File: config.mk
export PLATFORM = sky130hd
export DESIGN_NAME = rx_ring_response_matcher_core
export DESIGN_NICKNAME = d
export VERILOG_FILES = /design/src/hdl/rrm_pkg.sv /design/src/hdl/rrm_ram.sv /design/src/hdl/rrm_front.sv /design/src/hdl/rrm_back.sv /design/src/hdl/rx_ring_response_matcher_core.sv
export SDC_FILE = /design/constraint.sdc
export NUM_CORES = 2
export LEC_CHECK = 0
export BUFFER_PORTS_ARGS = -buffer_cell sky130_fd_sc_hd__buf_2
export CAP_MARGIN = 10
export CORE_MARGIN = 2
export CORE_UTILIZATION = 25
export CTS_CLUSTER_SIZE = 30
export DETAILED_ROUTE_END_ITERATION = 16
export GPL_TIMING_DRIVEN = 0
export RECOVER_POWER = 25
export SLEW_MARGIN = 20
export SYNTH_ARGS = -nofsm -noshare
export SYNTH_HDL_FRONTEND = slang
export SYNTH_SLANG_ARGS = --single-unit
export TNS_END_PERCENT = 30
File: constraint.sdc
create_clock -name clk_i -period 4.42 [get_ports clk_i]
set_input_delay 0.884 -clock clk_i [delete_from_list [all_inputs] [get_ports clk_i]]
set_output_delay 0.884 -clock clk_i [all_outputs]
set_load 0.05 [all_outputs]
File: src/hdl/rrm_pkg.sv
`timescale 1ns / 1ps
`default_nettype none
package rrm_pkg;
  localparam int RingDepth = 256;
  localparam int PtrW = $clog2(RingDepth);
  localparam int PatternMax = 16;
  localparam int LenW = $clog2(PatternMax + 1);
  localparam int ErrLen = 5;

  typedef enum logic [1:0] {
    OP_BYTE  = 2'd0,
    OP_START = 2'd1,
    OP_TICK  = 2'd2,
    OP_NONE  = 2'd3
  } opcode_e;

  typedef enum logic [1:0] {
    OUT_WAIT    = 2'd0,
    OUT_MATCHED = 2'd1,
    OUT_ERROR   = 2'd2,
    OUT_TIMEOUT = 2'd3
  } outcome_e;

  localparam logic [1:0] REG_PAT_LO = 2'd0;
  localparam logic [1:0] REG_PAT_HI = 2'd1;
  localparam logic [1:0] REG_PAT_LEN = 2'd2;
  localparam logic [1:0] REG_TIMEOUT = 2'd3;

  typedef struct packed {
    logic [1:0] op;
    logic [7:0] rx_byte;
  } cmd_t;

  function automatic logic [7:0] err_char(input logic [2:0] k);
    case (k)
      3'd0: err_char = 8'h45;
      3'd1: err_char = 8'h52;
      3'd2: err_char = 8'h52;
      3'd3: err_char = 8'h4F;
      3'd4: err_char = 8'h52;
      default: err_char = 8'h00;
    endcase
  endfunction
endpackage
`default_nettype wire

File: src/hdl/rrm_ram.sv
`timescale 1ns / 1ps
`default_nettype none
module rrm_ram #(
  parameter int Width = 8,
  parameter int Depth = 256
) (
  input  wire logic                     clk_i,
  input  wire logic                     we_i,
  input  wire logic [$clog2(Depth)-1:0] waddr_i,
  input  wire logic [Width-1:0]         wdata_i,
  input  wire logic [$clog2(Depth)-1:0] raddr_i,
  output logic      [Width-1:0]         rdata_o
);
  logic [Width-1:0] mem [Depth];
  always_ff @(posedge clk_i) begin
    if (we_i) mem[waddr_i] <= wdata_i;
    rdata_o <= mem[raddr_i];
  end
endmodule
`default_nettype wire

File: src/hdl/rrm_front.sv
`timescale 1ns / 1ps
`default_nettype none
module rrm_front
  import rrm_pkg::*;
(
  input  wire logic       clk_i,
  input  wire logic       rst_ni,
  input  wire logic       in_valid_i,
  output logic            in_ready_o,
  input  wire logic [1:0] op_i,
  input  wire logic [7:0] byte_i,
  output logic            q_valid_o,
  input  wire logic       q_pop_i,
  output cmd_t            q_cmd_o
);
  // Two-entry queue between the stream input and the sequencer.
  cmd_t       buf_q [2];
  logic       rd_q, wr_q, rd_d, wr_d;
  logic [1:0] cnt_q, cnt_d;
  logic       push;

  assign in_ready_o = (cnt_q != 2'd2);
  assign push = in_valid_i && in_ready_o;
  assign q_valid_o = (cnt_q != 2'd0);
  assign q_cmd_o = buf_q[rd_q];

  always_comb begin
    wr_d = wr_q ^ push;
    rd_d = rd_q ^ (q_pop_i && q_valid_o);
    cnt_d = cnt_q + {1'b0, push} - {1'b0, q_pop_i && q_valid_o};
  end

  always_ff @(posedge clk_i or negedge rst_ni) begin
    if (!rst_ni) begin
      rd_q <= 1'b0;
      wr_q <= 1'b0;
      cnt_q <= 2'd0;
    end else begin
      rd_q <= rd_d;
      wr_q <= wr_d;
      cnt_q <= cnt_d;
    end
  end

  always_ff @(posedge clk_i) begin
    if (push) begin
      buf_q[wr_q].op <= op_i;
      buf_q[wr_q].rx_byte <= byte_i;
    end
  end

  assert property (@(posedge clk_i) disable iff (!rst_ni) cnt_q != 2'd3)
    else $error("queue count out of range");
  assert property (@(posedge clk_i) disable iff (!rst_ni)
    (cnt_q == 2'd2 && !q_pop_i) |=> cnt_q == 2'd2)
    else $error("full queue lost an entry");
  assert property (@(posedge clk_i) disable iff (!rst_ni)
    (cnt_q == 2'd0 && !in_valid_i) |=> cnt_q == 2'd0)
    else $error("queue filled from nothing");
endmodule
`default_nettype wire

File: src/hdl/rrm_back.sv
`timescale 1ns / 1ps
`default_nettype none
module rrm_back
  import rrm_pkg::*;
(
  input  wire logic        clk_i,
  input  wire logic        rst_ni,
  input  wire logic        q_valid_i,
  output logic             q_pop_o,
  input  cmd_t             q_cmd_i,
  input  wire logic [63:0] pat_lo_i,
  input  wire logic [63:0] pat_hi_i,
  input  wire logic [4:0]  pat_len_i,
  input  wire logic [31:0] timeout_i,
  output logic             out_valid_o,
  input  wire logic        out_ready_i,
  output logic [1:0]       outcome_o,
  output logic             overflowed_o,
  output logic [7:0]       bytes_held_o
);
  // Sequencer: a tick walks start offsets s and pattern index k, one ring
  // read at a time, first for the expected pattern, then for ERROR.
  typedef enum logic [4:0] {
    ST_IDLE  = 5'b00001,
    ST_ISSUE = 5'b00010,
    ST_CMP   = 5'b00100,
    ST_NEXT  = 5'b01000,
    ST_DONE  = 5'b10000
  } state_e;

  state_e          st_q, st_d;
  logic [PtrW-1:0] wp_q, wp_d, rp_q, rp_d;
  logic            ovf_q, ovf_d;
  logic [31:0]     cd_q, cd_d;
  logic [1:0]      oc_q, oc_d;
  logic            err_q, err_d;
  logic [PtrW-1:0] s_q, s_d;
  logic [LenW-1:0] k_q, k_d;
  logic            ov_q, ov_d;

  logic            we;
  logic [PtrW-1:0] raddr;
  logic [7:0]      rdata;
  logic [PtrW-1:0] held;
  logic [LenW-1:0] len;
  logic [LenW-1:0] plen;
  logic [7:0]      pch;
  logic [PtrW:0]   lim;

  rrm_ram #(.Width(8), .Depth(RingDepth)) u_ram (
    .clk_i(clk_i), .we_i(we), .waddr_i(wp_q), .wdata_i(q_cmd_i.rx_byte),
    .raddr_i(raddr), .rdata_o(rdata)
  );

  assign held = wp_q - rp_q;
  assign plen = (pat_len_i > 5'(PatternMax)) ? LenW'(PatternMax) : LenW'(pat_len_i);
  assign len = err_q ? LenW'(ErrLen) : plen;
  assign raddr = rp_q + s_q + PtrW'(k_q);
  assign lim = {1'b0, s_q} + (PtrW+1)'(len);
  always_comb begin
    if (err_q) pch = err_char(k_q[2:0]);
    else if (k_q < LenW'(8)) pch = pat_lo_i[8*k_q[2:0] +: 8];
    else pch = pat_hi_i[8*k_q[2:0] +: 8];
  end

  assign q_pop_o = (st_q == ST_IDLE) && q_valid_i && !ov_q;
  assign we = q_pop_o && (q_cmd_i.op == OP_BYTE);
  assign out_valid_o = ov_q;
  assign outcome_o = oc_q;
  assign overflowed_o = ovf_q;
  assign bytes_held_o = 8'(held);

  always_comb begin
    st_d = st_q; wp_d = wp_q; rp_d = rp_q; ovf_d = ovf_q; cd_d = cd_q;
    oc_d = oc_q; err_d = err_q; s_d = s_q; k_d = k_q;
    ov_d = ov_q && !out_ready_i;
    case (st_q)
      ST_IDLE: begin
        if (q_pop_o) begin
          case (q_cmd_i.op)
            OP_BYTE: begin
              wp_d = wp_q + 1'b1;
              if (wp_d == rp_q) begin
                rp_d = rp_q + 1'b1;
                ovf_d = 1'b1;
              end
              ov_d = 1'b1;
            end
            OP_START: begin
              wp_d = '0; rp_d = '0; ovf_d = 1'b0; oc_d = OUT_WAIT;
              cd_d = timeout_i; ov_d = 1'b1;
            end
            OP_TICK: begin
              if (oc_q != OUT_WAIT) ov_d = 1'b1;
              else if (cd_q == '0) begin
                oc_d = OUT_TIMEOUT; ov_d = 1'b1;
              end else begin
                err_d = 1'b0; s_d = '0; k_d = '0; st_d = ST_NEXT;
              end
            end
            default: ov_d = 1'b1;
          endcase
        end
      end
      ST_NEXT: begin
        // Check whether the current start offset still fits.
        if (len == '0 || lim > (PtrW+1)'(held)) begin
          if (!err_q) begin
            err_d = 1'b1; s_d = '0; k_d = '0;
          end else begin
            cd_d = cd_q - 1'b1; st_d = ST_DONE;
          end
        end else begin
          st_d = ST_ISSUE;
        end
      end
      ST_ISSUE: st_d = ST_CMP;
      ST_CMP: begin
        if (rdata != pch) begin
          s_d = s_q + 1'b1; k_d = '0; st_d = ST_NEXT;
        end else if (k_q + 1'b1 == len) begin
          oc_d = err_q ? OUT_ERROR : OUT_MATCHED; st_d = ST_DONE;
        end else begin
          k_d = k_q + 1'b1; st_d = ST_ISSUE;
        end
      end
      ST_DONE: begin
        if (!ov_q) begin
          ov_d = 1'b1; st_d = ST_IDLE;
        end
      end
      default: st_d = ST_IDLE;
    endcase
  end

  always_ff @(posedge clk_i or negedge rst_ni) begin
    if (!rst_ni) begin
      st_q <= ST_IDLE; wp_q <= '0; rp_q <= '0; ovf_q <= 1'b0; cd_q <= '0;
      oc_q <= OUT_WAIT; ov_q <= 1'b0;
    end else begin
      st_q <= st_d; wp_q <= wp_d; rp_q <= rp_d; ovf_q <= ovf_d; cd_q <= cd_d;
      oc_q <= oc_d; ov_q <= ov_d;
    end
  end

  always_ff @(posedge clk_i) begin
    err_q <= err_d; s_q <= s_d; k_q <= k_d;
  end

  assert property (@(posedge clk_i) disable iff (!rst_ni)
    (oc_q != OUT_WAIT && st_q != ST_IDLE) |-> st_q == ST_DONE)
    else $error("scan running after an outcome");
  assert property (@(posedge clk_i) disable iff (!rst_ni)
    q_pop_o |-> !ov_q)
    else $error("pop while a result is pending");
  assert property (@(posedge clk_i) disable iff (!rst_ni)
    (ovf_q && !(q_pop_o && q_cmd_i.op == OP_START)) |=> ovf_q)
    else $error("overflow flag dropped without start");
endmodule
`default_nettype wire

File: src/hdl/rx_ring_response_matcher_core.sv
`timescale 1ns / 1ps
`default_nettype none
// Channel   Direction  Content
// s_axis    in         tdata[1:0] opcode, tdata[9:2] rx_byte
// m_axis    out        tdata[1:0] outcome, [2] overflowed, [10:3] bytes_held
// cfg       in         we/index/data, registers 0..3
// A byte, start or no-op item is queued, popped by the idle sequencer, and its result registered.
// A tick scan reads the ring through the
// single read port of the ring RAM, walked by the sequencer offset by offset.
// Reset clears pointers, flags, countdown and outcome; the ring RAM is not cleared.
// A two-entry queue decouples input from the sequencer; a pending result stalls it.
module rx_ring_response_matcher_core
  import rrm_pkg::*;
(
  input  wire logic        clk_i,
  input  wire logic        rst_ni,
  input  wire logic        s_axis_tvalid,
  output logic             s_axis_tready,
  input  wire logic [15:0] s_axis_tdata,  // opcode[1:0], rx_byte[9:2]
  output logic             m_axis_tvalid,
  input  wire logic        m_axis_tready,
  output logic [15:0]      m_axis_tdata,  // outcome[1:0], overflowed[2], bytes_held[10:3]
  input  wire logic        cfg_we_i,
  input  wire logic [1:0]  cfg_index_i,
  input  wire logic [63:0] cfg_data_i
);
  logic [63:0] pat_lo_q, pat_hi_q;
  logic [4:0]  pat_len_q;
  logic [31:0] timeout_q;
  logic        q_valid, q_pop;
  cmd_t        q_cmd;
  logic [1:0]  outcome;
  logic        ovf;
  logic [7:0]  held;

  always_ff @(posedge clk_i or negedge rst_ni) begin
    if (!rst_ni) begin
      pat_lo_q <= '0; pat_hi_q <= '0; pat_len_q <= '0; timeout_q <= '0;
    end else if (cfg_we_i) begin
      case (cfg_index_i)
        REG_PAT_LO:  pat_lo_q <= cfg_data_i;
        REG_PAT_HI:  pat_hi_q <= cfg_data_i;
        REG_PAT_LEN: pat_len_q <= cfg_data_i[4:0];
        REG_TIMEOUT: timeout_q <= cfg_data_i[31:0];
        default: ;
      endcase
    end
  end

  rrm_front u_front (
    .clk_i(clk_i), .rst_ni(rst_ni), .in_valid_i(s_axis_tvalid),
    .in_ready_o(s_axis_tready), .op_i(s_axis_tdata[1:0]), .byte_i(s_axis_tdata[9:2]),
    .q_valid_o(q_valid), .q_pop_i(q_pop), .q_cmd_o(q_cmd)
  );

  rrm_back u_back (
    .clk_i(clk_i), .rst_ni(rst_ni), .q_valid_i(q_valid), .q_pop_o(q_pop),
    .q_cmd_i(q_cmd), .pat_lo_i(pat_lo_q), .pat_hi_i(pat_hi_q),
    .pat_len_i(pat_len_q), .timeout_i(timeout_q), .out_valid_o(m_axis_tvalid),
    .out_ready_i(m_axis_tready), .outcome_o(outcome), .overflowed_o(ovf),
    .bytes_held_o(held)
  );

  assign m_axis_tdata = {5'd0, held, ovf, outcome};
endmodule
`default_nettype wire

==> flow_summary.json <==
{
  "route.detailed.drc": 0,
  "htreeDepth": 4,
  "synth_top_area_cell": "edfxtp_1",
  "drv_cap": 11,
  "grt_max_degree": 135,
  "clockBufferDepth": 3,
  "rr_endpoint": "u_back.u_ram.rdata_o[0]",
  "async_flop_share_pct": 9.76,
  "final.setup.worst_slack_ps": -219,
  "syn_to_final_growth_pct": 19.0,
  "worstSetupStartpoint": "u_back.k_q[1]",
  "ant_nets": 0,
  "synthCells": 4578,
  "cp.arrival_ps": 5300,
  "multiInputGateArea_um2": 24600,
  "grtUsageTotal_pct": 16.0,
  "clock_latency_ps": 920,
  "grt_pass1_wl_mm": 422,
  "timing.rr.start": "u_back.k_q[1]",
  "ys_seq_elements": 2316,
  "dp_hpwl_mm": 206,
  "violations": "max-capacitance violations, max-slew violations, negative setup slack",
  "grt_pass1_vias": 50100,
  "synth_edf_count": 2082,
  "register_area_um2": 68300,
  "min_period_ps": 4640,
  "numCtsBuffers": 229,
  "synth_top_area_share_pct": 66.8,
  "synth_ff_type": "edfxtp_1",
  "tightestPinTransition_ps": 3560,
  "setup.worst_path.class": "register to register",
  "fin_nets": 5131,
  "setup_viol": 19,
  "max_stage_delay_ps": 560,
  "crit_buf_inv": 5,
  "avgSynthCellArea_um2": 20.4,
  "tns_ps": -1450,
  "worstPathRequired_ps": 5080,
  "io_pins": 105,
  "die_area_um2": 379000,
  "start_util_pct": 25.1,
  "fin_worst_skew_ps": 110,
  "path_depth": 13,
  "finalHoldViolCount": 0,
  "gp_congestion": 0.915,
  "fmax_ghz": 0.216,
  "reg2regPathDepth": 13,
  "path_clk_slew_ps": 60,
  "layout-drive-gt1-share_pct": 33.5,
  "crit_family": "multiplexers",
  "drt_iter0_drc": 8586,
  "viasPerCell": 5.07,
  "drt_pass1_iterations": 12,
  "clkSinkCount": 2316,
  "cts_tree": "done",
  "portBuffers": 93,
  "crit_path_cell_trace": "fa_1 > ha_4 > buf_6 > buf_6 > buf_8 > clkbuf_4 > buf_12 > mux4_2 > mux4_2 > mux2i_4 > nand2_1 > a21oi_2 > a211oi_2",
  "row_count": 224,
  "ys_warn_count": 0,
  "slowest_stage": "mux4_2",
  "cp_max_fo": 10,
  "critPathLaunchType": "register",
  "yosys.cell_types.count": 85,
  "rrSetupSlack_ps": -220,
  "ys_seq_area_share_pct": 73.0,
  "nFillCells": 35900,
  "die_y_um": 616,
  "cp-end-kind": "register",
  "fin_crit_sh_pct": 105,
  "cp-endpoint": "u_back.u_ram.rdata_o[0]",
  "hold_path.class": "input port to register",
  "wl_per_cell_um": 30.7,
  "slew_headroom_pct": -138,
  "syn_area_um2": 93600,
  "hold_depth": 1,
  "root_buffer": "clkbuf_16",
  "outcome": "finished with violations",
  "grt-ovfl-total": 0,
  "core_area_um2": 372000,
  "antenna_found_initial": 16,
  "die_x_um": 616,
  "totalWireLength_mm": 312,
  "grt_setup_unrepaired": "yes",
  "vias": 51500,
  "synth.area.top_cells": "edfxtp_1, mux4_2, dfrtp_1, mux2_2, nor2_1",
  "slew_viol_final": 1077
}
==> sequential cells by signal, summed over array words and instances (netlist names), 8 cells and up <==
name and flops:
pat_hi_q 64, pat_lo_q 64, timeout_q 32, u_back.cd_q 32
u_back.rp_q 8, u_back.s_q 8, u_back.u_ram.mem 2048, u_back.u_ram.rdata_o 8
u_back.wp_q 8, u_front.buf_q 20
==> metal layers <==
metal	part of all wire (%)	up-vias	track usage, %
li1	-	19700	-
met1	38	27800	20.9
met2	46	3378	25.1
met3	11	621	4.14
met4	4.9	16	6.92
met5	0.035	-	0
==> placed cells by master (no fill, tap or decap), types with 50 or more instances in the layout <==
cell type	instances
nor2_2	108
buf_2	96
dfrtp_1	222
inv_1	55
mux2_2	174
a21oi_1	50
clkinv_1	50
clkbuf_16	240
clkbuf_1	125
mux4_2	658
nor2_1	224
edfxtp_1	2082
nand2_1	122
==> timing repair <==
action,in CTS,in global routing
buffers inserted,28,2
hold endpoints to repair,61,0
endpoints found under the setup margin,2088,1563
gates resized for setup,424,104
pin swaps,11,1
gates cloned,1,0
hold buffers,1,0
==> logic make-up after synthesis <==
logic type               after synthesis  synth area share [%]
XOR/XNOR                              59                 0.590
AND/OR/NAND/NOR                      646                  3.10
AO/OA/AOI/OAI                        286                  2.15
other                                  1               0.00401
flip-flops                          2316                  73.0
adder cells (fa/ha/maj)               56                 0.813
multiplexers                         887                  18.7
buffers and inverters                327                  1.64
==> cell usage after synthesis (all sizes together) (6+ instances only) <==
| cell | number |
|---|---|
| nor3b | 9 |
| nand2 | 124 |
| o221ai | 7 |
| xnor2 | 32 |
| nor2b | 13 |
| nand3 | 36 |
| o22a | 19 |
| ha | 48 |
| nand2b | 7 |
| a31oi | 26 |
| buf | 124 |
| a211oi | 40 |
| o21ai | 30 |
| and3 | 17 |
| fa | 8 |
| a221oi | 7 |
| mux2i | 39 |
| dfxtp | 8 |
| o211ai | 7 |
| nand4 | 6 |
| or3 | 6 |
| nor2 | 353 |
| nor4 | 16 |
| inv | 57 |
| edfxtp | 2082 |
| o22ai | 18 |
| dfrtp | 225 |
| mux2 | 182 |
| a211o | 8 |
| a21o | 12 |
| nor3 | 18 |
| o21a | 12 |
| a21oi | 53 |
| xor2 | 25 |
| and2 | 23 |
| a22oi | 10 |
| clkbuf | 144 |
| mux4 | 666 |
==> worst min path at each step <==
stage                                endpoint  slack [ps]                 from
after floorplan           u_back.overflowed_o         450  u_back.overflowed_o
after global placement           pat_hi_q[14]         480         pat_hi_q[14]
after detailed placement         pat_hi_q[27]         490         pat_hi_q[27]
after CTS                 u_front.buf_q[1][3]         210      s_axis_tdata[5]
after global routing      u_front.buf_q[1][7]         220      s_axis_tdata[9]
final                     u_front.buf_q[1][1]         260      s_axis_tdata[3]
==> cell type report <==
class | instances | share of cell area (%)
Multi-Input combinational cell | 1939 | 22.1
Tap cell | 4972 | 5.59
Antenna cell | 5 | 0.0112
Timing Repair Buffer | 179 | 1.63
Sequential cell | 2316 | 61.4
Clock buffer | 292 | 5.48
Inverter | 59 | 0.202
Buffer | 264 | 2.35
Clock inverter | 141 | 1.22
==> metrics by stage <==
stage | area (um^2) | setup WS [ps] | hold slack [ps] | utilization (%) | cells
detailed placement | 102000 | -2260 | 489 | 27.3 | 9701
global placement | 100000 | -3300 | 481 | 26.9 | 9647
global route | 111000 | -255 | 224 | 29.9 | 10200
finish | 111000 | -219 | 258 | 29.9 | 10200
CTS | 111000 | -114 | 206 | 29.9 | 10200
floorplan | 93600 | 93.3 | 448 | - | 4582
Power is not shown: default switching activity piles up to over one toggle a cycle in this logic, so the estimate is an artifact.
